[src/hw/rtl/hsv_pkg.sv]
package hsv_pkg;

  // full scale of saturation, value and the rgb channels
  localparam logic [8:0] FULL_SCALE = 9'd256;

  // 1.0 in the q0.24 domain of s*f
  localparam logic [25:0] ONE24 = 26'd16777216;

  // cycles from an accepted request to its done strobe
  localparam int unsigned LATENCY = 5;

  // hue sector, integer part of hue * 6
  typedef enum logic [2:0] {
    SEC_RED     = 3'd0,
    SEC_YELLOW  = 3'd1,
    SEC_GREEN   = 3'd2,
    SEC_CYAN    = 3'd3,
    SEC_BLUE    = 3'd4,
    SEC_MAGENTA = 3'd5
  } sector_t;

  // front stage output: clamped inputs split into sector and fraction
  typedef struct packed {
    logic        valid;
    sector_t     sector;
    logic [15:0] frac;
    logic [8:0]  sat;
    logic [8:0]  val;
  } hsv_entry_t;

  // the four channel terms ready for routing
  typedef struct packed {
    logic       valid;
    sector_t    sector;
    logic [8:0] ta;
    logic [8:0] tb;
    logic [8:0] tc;
    logic [8:0] td;
  } hsv_terms_t;

  // saturate a 9-bit level to full scale
  function automatic logic [8:0] clamp_level(input logic [8:0] x);
    return (x > FULL_SCALE) ? FULL_SCALE : x;
  endfunction

endpackage

[src/hw/rtl/hsv_sector.sv]
module hsv_sector (
  input  logic               clk,
  input  logic               rst,
  input  logic               start,
  input  logic [15:0]        hue,
  input  logic [8:0]         saturation,
  input  logic [8:0]         brightness_value,
  output hsv_pkg::hsv_entry_t entry
);

  logic [18:0] h6;

  // hue * 6 as shift and add
  assign h6 = {1'b0, hue, 2'b00} + {2'b00, hue, 1'b0};

  // valid bit
  always_ff @(posedge clk) begin
    if (rst) begin
      entry.valid <= 1'b0;
    end else begin
      entry.valid <= start;
    end
  end

  // payload
  always_ff @(posedge clk) begin
    entry.sector <= hsv_pkg::sector_t'(h6[18:16]);
    entry.frac   <= h6[15:0];
    entry.sat    <= hsv_pkg::clamp_level(saturation);
    entry.val    <= hsv_pkg::clamp_level(brightness_value);
  end

endmodule

[src/hw/rtl/hsv_terms.sv]
module hsv_terms (
  input  logic                clk,
  input  logic                rst,
  input  hsv_pkg::hsv_entry_t entry,
  output hsv_pkg::hsv_terms_t terms
);

  // stage a: s * f
  logic              a_valid;
  hsv_pkg::sector_t  a_sector;
  logic [8:0]        a_sat;
  logic [8:0]        a_val;
  logic [8:0]        a_qb;
  logic [24:0]       a_sf;

  // stage b: scale factors of the c and d terms
  logic              b_valid;
  hsv_pkg::sector_t  b_sector;
  logic [8:0]        b_val;
  logic [8:0]        b_qb;
  logic [24:0]       b_qc;
  logic [24:0]       b_qd;

  logic [25:0] qc_next;
  logic [25:0] qd_next;
  logic [17:0] pb;
  logic [33:0] pc;
  logic [33:0] pd;

  // valid bits
  always_ff @(posedge clk) begin
    if (rst) begin
      a_valid     <= 1'b0;
      b_valid     <= 1'b0;
      terms.valid <= 1'b0;
    end else begin
      a_valid     <= entry.valid;
      b_valid     <= a_valid;
      terms.valid <= b_valid;
    end
  end

  // stage a: saturation times fraction
  always_ff @(posedge clk) begin
    a_sector <= entry.sector;
    a_sat    <= entry.sat;
    a_val    <= entry.val;
    a_qb     <= hsv_pkg::FULL_SCALE - entry.sat;
    a_sf     <= 25'(entry.sat) * 25'(entry.frac);
  end

  // 1 - s*f and 1 - s*(1-f), both within 0..2^24
  assign qc_next = hsv_pkg::ONE24 - {1'b0, a_sf};
  assign qd_next = hsv_pkg::ONE24 - {1'b0, a_sat, 16'd0} + {1'b0, a_sf};

  always_ff @(posedge clk) begin
    b_sector <= a_sector;
    b_val    <= a_val;
    b_qb     <= a_qb;
    b_qc     <= qc_next[24:0];
    b_qd     <= qd_next[24:0];
  end

  // value products, truncated by dropping the fraction bits
  assign pb = 18'(b_val) * 18'(b_qb);
  assign pc = 34'(b_val) * 34'(b_qc);
  assign pd = 34'(b_val) * 34'(b_qd);

  always_ff @(posedge clk) begin
    terms.sector <= b_sector;
    terms.ta     <= b_val;
    terms.tb     <= pb[16:8];
    terms.tc     <= pc[32:24];
    terms.td     <= pd[32:24];
  end

endmodule

[src/hw/rtl/hsv_select.sv]
module hsv_select (
  input  logic                clk,
  input  logic                rst,
  input  hsv_pkg::hsv_terms_t terms,
  output logic                done,
  output logic [8:0]          red,
  output logic [8:0]          green,
  output logic [8:0]          blue
);

  logic [8:0] red_next;
  logic [8:0] green_next;
  logic [8:0] blue_next;

  // route terms to channels by sector
  always_comb begin
    case (terms.sector)
      hsv_pkg::SEC_RED: begin
        red_next = terms.ta; green_next = terms.td; blue_next = terms.tb;
      end
      hsv_pkg::SEC_YELLOW: begin
        red_next = terms.tc; green_next = terms.ta; blue_next = terms.tb;
      end
      hsv_pkg::SEC_GREEN: begin
        red_next = terms.tb; green_next = terms.ta; blue_next = terms.td;
      end
      hsv_pkg::SEC_CYAN: begin
        red_next = terms.tb; green_next = terms.tc; blue_next = terms.ta;
      end
      hsv_pkg::SEC_BLUE: begin
        red_next = terms.td; green_next = terms.tb; blue_next = terms.ta;
      end
      hsv_pkg::SEC_MAGENTA: begin
        red_next = terms.ta; green_next = terms.tb; blue_next = terms.tc;
      end
      default: begin
        red_next = terms.ta; green_next = terms.tb; blue_next = terms.tc;
      end
    endcase
  end

  // output strobe
  always_ff @(posedge clk) begin
    if (rst) begin
      done <= 1'b0;
    end else begin
      done <= terms.valid;
    end
  end

  // output register
  always_ff @(posedge clk) begin
    red   <= red_next;
    green <= green_next;
    blue  <= blue_next;
  end

endmodule

[src/hw/rtl/hsv_to_rgb_convert_unit.sv]
// channel   direction  signals
// request   in         start, busy | hue, saturation, brightness_value
// result    out        done        | red, green, blue
//
// five register stages: clamp and sector split, s*f, scale factors,
// value products, channel routing into the output register
// one request per cycle; done follows start through the valid bit of every register stage
// busy stays low: the pipeline never stops, so nothing stalls
// rst is synchronous and clears only the valid bits

module hsv_to_rgb_convert_unit (
  input  logic        clk,
  input  logic        rst,
  input  logic        start,
  output logic        busy,
  input  logic [15:0] hue,
  input  logic [8:0]  saturation,
  input  logic [8:0]  brightness_value,
  output logic        done,
  output logic [8:0]  red,
  output logic [8:0]  green,
  output logic [8:0]  blue
);

  hsv_pkg::hsv_entry_t entry;
  hsv_pkg::hsv_terms_t terms;

  // the pipeline takes a request every cycle
  assign busy = 1'b0;

  // clamp and split hue into sector and fraction
  hsv_sector u_sector (
    .clk              (clk),
    .rst              (rst),
    .start            (start),
    .hue              (hue),
    .saturation       (saturation),
    .brightness_value (brightness_value),
    .entry            (entry)
  );

  // channel terms
  hsv_terms u_terms (
    .clk   (clk),
    .rst   (rst),
    .entry (entry),
    .terms (terms)
  );

  // route to red, green and blue
  hsv_select u_select (
    .clk   (clk),
    .rst   (rst),
    .terms (terms),
    .done  (done),
    .red   (red),
    .green (green),
    .blue  (blue)
  );

endmodule

[config.mk]
export PLATFORM = sky130hd
export DESIGN_NAME = hsv_to_rgb_convert_unit
export DESIGN_NICKNAME = d
export VERILOG_FILES = /design/src/hw/rtl/hsv_pkg.sv /design/src/hw/rtl/hsv_sector.sv /design/src/hw/rtl/hsv_terms.sv /design/src/hw/rtl/hsv_select.sv /design/src/hw/rtl/hsv_to_rgb_convert_unit.sv
export SDC_FILE = /design/constraint.sdc
export NUM_CORES = 2
export LEC_CHECK = 0
export ABC_AREA = 1
export BUFFER_PORTS_ARGS = -buffer_cell sky130_fd_sc_hd__buf_4
export CORE_MARGIN = 2
export CORE_UTILIZATION = 45
export CTS_BUF_LIST = sky130_fd_sc_hd__clkbuf_8
export DETAILED_ROUTE_END_ITERATION = 12
export GPL_TIMING_DRIVEN = 0
export PLACE_DENSITY = 0.73
export SYNTH_ARGS = -nofsm -noshare
export SYNTH_HDL_FRONTEND = slang
export SYNTH_SLANG_ARGS = --single-unit
[constraint.sdc]
create_clock -name clk -period 5.4 [get_ports clk]
set_input_delay 1.08 -clock clk [delete_from_list [all_inputs] [get_ports clk]]
set_output_delay 1.08 -clock clk [all_outputs]
set_load 0.005 [all_outputs]
### After elaboration in Yosys (flattened, before gate mapping)

Index checks and enable logic that the tools add are counted.

| storage, ports and cells | value |
|---|---|
| register bits after elaboration | 234 |
| input bits | 37 |
| output and inout port bits | 29 |
| logic and storage cells | 50 |

| operators by class | value |
|---|---|
| add/sub/neg operators | 5 |
| multiply operators | 4 |
| $lt $le $gt $ge | 2 |
| equality and inequality tests | 4 |
| mux-type cells | 3 |
| reduce and logical (&&, ||, !) cells | 5 |

Operator list:

| cell | number |
|---|---|
| 9-bit case mux with 3 select lines | 3 |
| 9-bit by 25-bit multiplier with 33-bit output | 2 |
| 25-bit subtractor (first input constant) | 2 |
| 25-bit adder | 1 |
| 9-bit by 16-bit multiplier with 25-bit output | 1 |
| 18-bit by 17-bit adder with 19-bit output | 1 |
| 9-bit > comparator (second input constant) | 2 |
| 9-bit by 9-bit multiplier with 17-bit output | 1 |
| 9-bit subtractor (first input constant) | 1 |
| 2-bit OR reduction | 4 |
| 3-bit by 2-bit == test with 1-bit output (second input constant) | 2 |
| 3-bit by 1-bit == test with 1-bit output (second input constant) | 1 |
| 3-bit == test (second input constant) | 1 |
| 3-bit logical NOT | 1 |

### Logic depth before layout (Yosys ltp)

| depth | value |
|---|---|
| depth in word-level cells | 3 |
| mapped depth | 23 |
| gate-level depth less buffers | 21 |

### Hierarchy

Synthesis repeated with hierarchy kept, for this count alone.

| second synthesis, totals | value |
|---|---|
| cell total of the unflattened synthesis | 4265 |
| area total of the unflattened synthesis | 30964.7 sq um |

By module, submodules not included:

| module | times used | cells each | area an instance (sq um) | sequential area each (sq um) |
|---|---|---|---|---|
| hsv_terms | 1 | 3738 | 27470.1 | 3323.2 |
| hsv_sector | 1 | 268 | 1908.1 | 740.7 |
| hsv_select | 1 | 257 | 1575.3 | 560.5 |
| hsv_to_rgb_convert_unit | 1 | 2 | 11.3 | 0.0 |

### Worst setup path after synthesis

Ideal clock, no wire load.

| path | value |
|---|---|
| path type | register to register |
| from | register, netlist name u_sector.entry[11] |
| to | register u_terms.a_sf[19] |
| library setup time | 0.112 ns |
| arrival | 4.241 ns |
| data required time | 5.288 ns |
| setup slack | 1.047 ns |
| stages on the path, launching flop included | 19 |
| path buffers | 2 |
| clock period less this slack | 4.353 ns |
| path through | dfxtp_1 clkbuf_1 buf_1 nand2_1 fa_1 inv_1 fa_1 inv_1 fa_1 fa_1 inv_1 ha_1 inv_2 o31ai_2 inv_2 o21ai_2 nand2_2 nand3_1 nand2_1 |

| on the way | value |
|---|---|
| longest elaborated chain between the ends | 1 |

Ends and longest elaborated chain:

| item | line | source |
|---|---|---|
| 9-bit by 16-bit multiplier with 25-bit output | hsv_terms.sv:49 | `a_sf <= 25'(entry.sat) * 25'(entry.frac);` |
| end signal, assigned | hsv_terms.sv:49 |  |
| end, declared | hsv_terms.sv:14 | `logic [24:0] a_sf;` |

No other way between the ends.
A chain may end at the register's enable or synchronous reset.

### Worst setup path after layout

| path | value |
|---|---|
| from | register u_terms.b_val[5] |
| to | register, netlist name u_terms.terms[8] |

| on the way | value |
|---|---|
| longest elaborated chain between the ends | 1 |

Ends and longest elaborated chain:

| item | line | source |
|---|---|---|
| start, declared | hsv_terms.sv:19 | `logic [8:0] b_val;` |
| start signal, assigned | hsv_terms.sv:58 | `b_val <= a_val;` |
| 9-bit by 25-bit multiplier with 33-bit output | hsv_terms.sv:67 | `assign pd = 34'(b_val) * 34'(b_qd);` |
| via u_terms.pd[32] | hsv_terms.sv:28 | `logic [33:0] pd;` |

The timed path passes the listed nets, and every way through them passes these cells.

==> implementation parameters <==
Parameter                              Value

Status
  Outcome    complete, no violations

Global routing
  All-Layer GR Usage    0.234
  Total congestion overflow after global routing    0
  Number of antenna violations at the first check in global routing    2
  Via count of the first global-routing pass    around 25000
  First-pass GRT wire length    125000 microns
  Largest net degree at the start of global routing    13

Placed design
  PortBufs    64
  Placed standard-cell area    between 0.03 and 0.04 sq mm
  GPL Wtd Cong    about 0.93
  HPWL reported at the end of detailed placement    roughly 64000 microns

Final layout
  Total Nets Final    about 4800
  Area of all placed cells without fillers    between 0.03 and 0.04 sq mm
  Area grow syn2layout    8.55%
  N_diodes    0
  Final core utilization    0.494
  Share of layout cells above drive strength 1    0.0491

Detailed routing
  Detailed-route DRC error count    0
  Per-cell via count in the routed design    just under 5
  Remaining number of nets flagged by the antenna check after routing    0
  DR pass1 iterations    8
  Via count    approximately 25000
  Detailed Route WL    between 70000 and 80000 microns
  Average detailed-routed wire length per instance    between 15 and 20 microns
  Number of DRC markers after the initial detailed-route iteration    ~1800

Synth
  EDFF count, synth    0
  Flip-flop and latch count after synthesis    ~230
  Post-Synthesis Mean Instance Area    ~7.4 sq um
  Share of synthesized flip-flops with an asynchronous set or reset    0
  Cells after Synth    3984
  Most used flip-flop cell after synthesis    sky130_fd_sc_hd__dfxtp_1
  Synth cell types    50
  Yosys warning total    0
  Post-synthesis instance area    0.0294 sq mm
  Net count after synthesis    4700
  Fraction of the yosys area taken by sequential cells    0.155

Worst setup path
  Endpoint of the lowest-slack register-to-register path    u_terms.terms[8]$_DFF_P_
  Launch point of the worst reg-to-reg path    u_terms.b_val[5]$_DFF_P_
  Crit path launch    u_terms.b_val[5]$_DFF_P_
  Register-to-register setup slack    between 0.2 and 0.25 ns
  Sort of element at the end of the critical path    register
  Arr. time, crit path    approximately 5.7 ns
  Startpoint class of the critical path    register
  Critical path type    reg2reg
  Worst EP required    5.89 ns
  Peak fanout along the critical path    10
  Critical path endpoint    u_terms.terms[8]$_DFF_P_
  Cells on worst reg2reg path    20

Timing
  Worst Max-Slew Pin Slew    1.04 ns
  Final period demand of the worst path    5.18 ns
  Setup skew after layout    0.0264 ns
  RSZ-0062 raised after global routing    no
  Fmax achieved    approximately 190 MHz
  Total setup violations reported at the end of the flow    0
  Pins Over Slew Limit    0
  Number of endpoints with negative hold slack in the final report    0
  Fraction of the cycle the final worst path needs    0.959
  Slew HR    0.309

Floorplan
  Effective utilization at floorplan    0.455
  # rows    93
  Die width    about 260 microns
  Die ar.    a little under 0.07 sq mm
  DIE HEIGHT    between 200 and 300 microns
  Boundary pin count    between 60 and 70
  Placeable core region    between 0.06 and 0.07 sq mm

Clock tree
  Cts-stage hold buffer count    0
  Clock sink total    228
  Total CTS buffers    38
  Clock H-tree levels    2
  TritonCTS clock tree    yes
  Worst skew pair latency    between 0.6 and 0.7 ns
  Post-CTS setup buffer count    0
  CTS Root Cell    sky130_fd_sc_hd__clkbuf_8
  Clock transition at the registers of the reported paths    roughly 0.060 ns
  Worst-case clock buffer depth    3

Job
  Max capacitance violation total    0

Min path
  Type of the most critical hold path    reg2reg
per-stage QoR:
stage               hold slack (ns)  setup WS (ns)  setup TNS, ns  std cells
global route                  0.331         0.0255              0       4969
floorplan                     0.310           1.05              0       3984
finish                        0.325          0.224              0       4969
CTS                           0.327       0.000649              0       4970
detailed placement            0.312         -0.154         -0.617       4903
global placement              0.310         -0.189         -0.675       4903
sequential cells by signal (all words and copies together), names as in the netlist:
name,flops
u_terms.b_sector,3
u_terms.a_sat,9
u_terms.b_qb,9
u_terms.a_sector,3
u_terms.b_val,9
u_sector.entry,37
u_select.done,1
u_terms.a_val,9
u_terms.terms,40
u_terms.b_qd,23
u_terms.a_valid,1
u_select.blue,9
u_terms.b_valid,1
u_terms.a_sf,24
u_terms.b_qc,24
u_select.red,9
u_terms.a_qb,8
u_select.green,9
logic make-up (layout without fill, tap and decap cells):
logic type	after synthesis	after routing	synth area share
simple gates	1467	1467	0.200
buf+inv	1244	1374	0.160
fa+ha+maj	679	679	0.404
compound gates	277	277	0.0553
flops	228	228	0.155
xor+xnor	88	88	0.0263
other cells	1	1	0.000128
cell type report:
| class | count | area (sq um) |
|---|---|---|
| Fill cell | 6262 | 32600 |
| Multi-Input combinational cell | 2512 | 20100 |
| Sequential cell | 228 | 4560 |
| Inverter | 1097 | 4120 |
| Tap cell | 855 | 1070 |
| Clock buffer | 46 | 633 |
| Buffer | 146 | 607 |
| Timing Repair Buffer | 64 | 480 |
| Clock inverter | 21 | 289 |
cell usage after synthesis, drive strengths merged, types with 2 or more instances:
cell type / n / area (sq um)
o31ai: 4 / 35.0
ha: 232 / 2900
inv: 1096 / 4110
a21o: 9 / 67.6
nand2: 1117 / 4220
and2: 2 / 12.5
nand3b: 3 / 22.5
nor4: 8 / 50.1
a31oi: 4 / 25.0
xnor2: 27 / 236
o21a: 6 / 45.0
clkbuf: 104 / 390
nor3: 31 / 165
o21ai: 74 / 389
o2111ai: 24 / 210
buf: 43 / 179
xor2: 61 / 534
nand4: 27 / 184
and3: 2 / 12.5
o21bai: 13 / 109
dfxtp: 228 / 4560
nand3: 85 / 425
a21oi: 134 / 674
or2: 5 / 31.3
fa: 447 / 8950
a21boi: 4 / 30.0
nor2: 185 / 727
per-layer routing:
layer	vias up	GRT usage	share of wire
li1	11800	-	-
met1	11700	0.298	0.41
met2	893	0.395	0.47
met3	185	0.0384	0.079
met4	0	0.0959	0.043
met5	-	0	0
layout by cell type (no fill, tap or decap), drive strengths merged, types with 2 or more instances in the layout:
cell,n
nand3b,3
o21a,6
a21oi,134
clkbuf,160
a31oi,4
bufinv,6
and2,2
clkinv,8
o31ai,4
dfxtp,228
nand3,85
xor2,61
nor2,185
buf,96
or2,5
and3,2
inv,1104
o21bai,13
nand2,1117
xnor2,27
ha,232
nand4,27
nor3,31
o21ai,74
a21boi,4
a21o,9
o2111ai,24
fa,447
nor4,8
worst max-delay path, cell delays in order (launching register included):
cell	delay [ns]
sky130_fd_sc_hd__dfxtp_1	0.37
sky130_fd_sc_hd__clkbuf_2	0.37
sky130_fd_sc_hd__buf_1	0.54
sky130_fd_sc_hd__nand2_1	0.15
sky130_fd_sc_hd__fa_1	0.50
sky130_fd_sc_hd__fa_1	0.55
sky130_fd_sc_hd__inv_1	0.05
sky130_fd_sc_hd__fa_1	0.48
sky130_fd_sc_hd__inv_1	0.05
sky130_fd_sc_hd__fa_1	0.48
sky130_fd_sc_hd__inv_1	0.06
sky130_fd_sc_hd__ha_1	0.35
sky130_fd_sc_hd__nand2_1	0.09
sky130_fd_sc_hd__inv_1	0.10
sky130_fd_sc_hd__nand2_1	0.09
sky130_fd_sc_hd__inv_1	0.08
sky130_fd_sc_hd__nand2_1	0.05
sky130_fd_sc_hd__nor4_1	0.40
sky130_fd_sc_hd__nand2_1	0.18
sky130_fd_sc_hd__nand3_1	0.10
sky130_fd_sc_hd__nand2_1	0.05
how the worst min path moves through the flow:
stage	startpoint	end	slack (ns)	cells after the start
detailed placement	u_sector.entry[8]$_SDFF_PN1_	u_terms.a_val[8]$_DFF_P_	0.31	0
CTS	u_terms.a_val[6]$_DFF_P_	u_terms.b_val[6]$_DFF_P_	0.33	0
finish	u_terms.a_qb[6]$_DFF_P_	u_terms.b_qb[6]$_DFF_P_	0.33	0
global placement	u_terms.a_qb[7]$_DFF_P_	u_terms.b_qb[7]$_DFF_P_	0.31	0
floorplan	u_sector.entry[34]$_DFF_P_	u_terms.a_sector[0]$_DFF_P_	0.31	0
global route	u_terms.a_val[6]$_DFF_P_	u_terms.b_val[6]$_DFF_P_	0.33	0
what timing repair did:
action,in CTS,in global routing
gates resized for setup,11,35
hold endpoints to repair,0,0
setup endpoints to repair,11,22
Power is left out: the tool's default activity adds up to more than one toggle a clock period on the data nets, which glitch-free logic cannot reach.
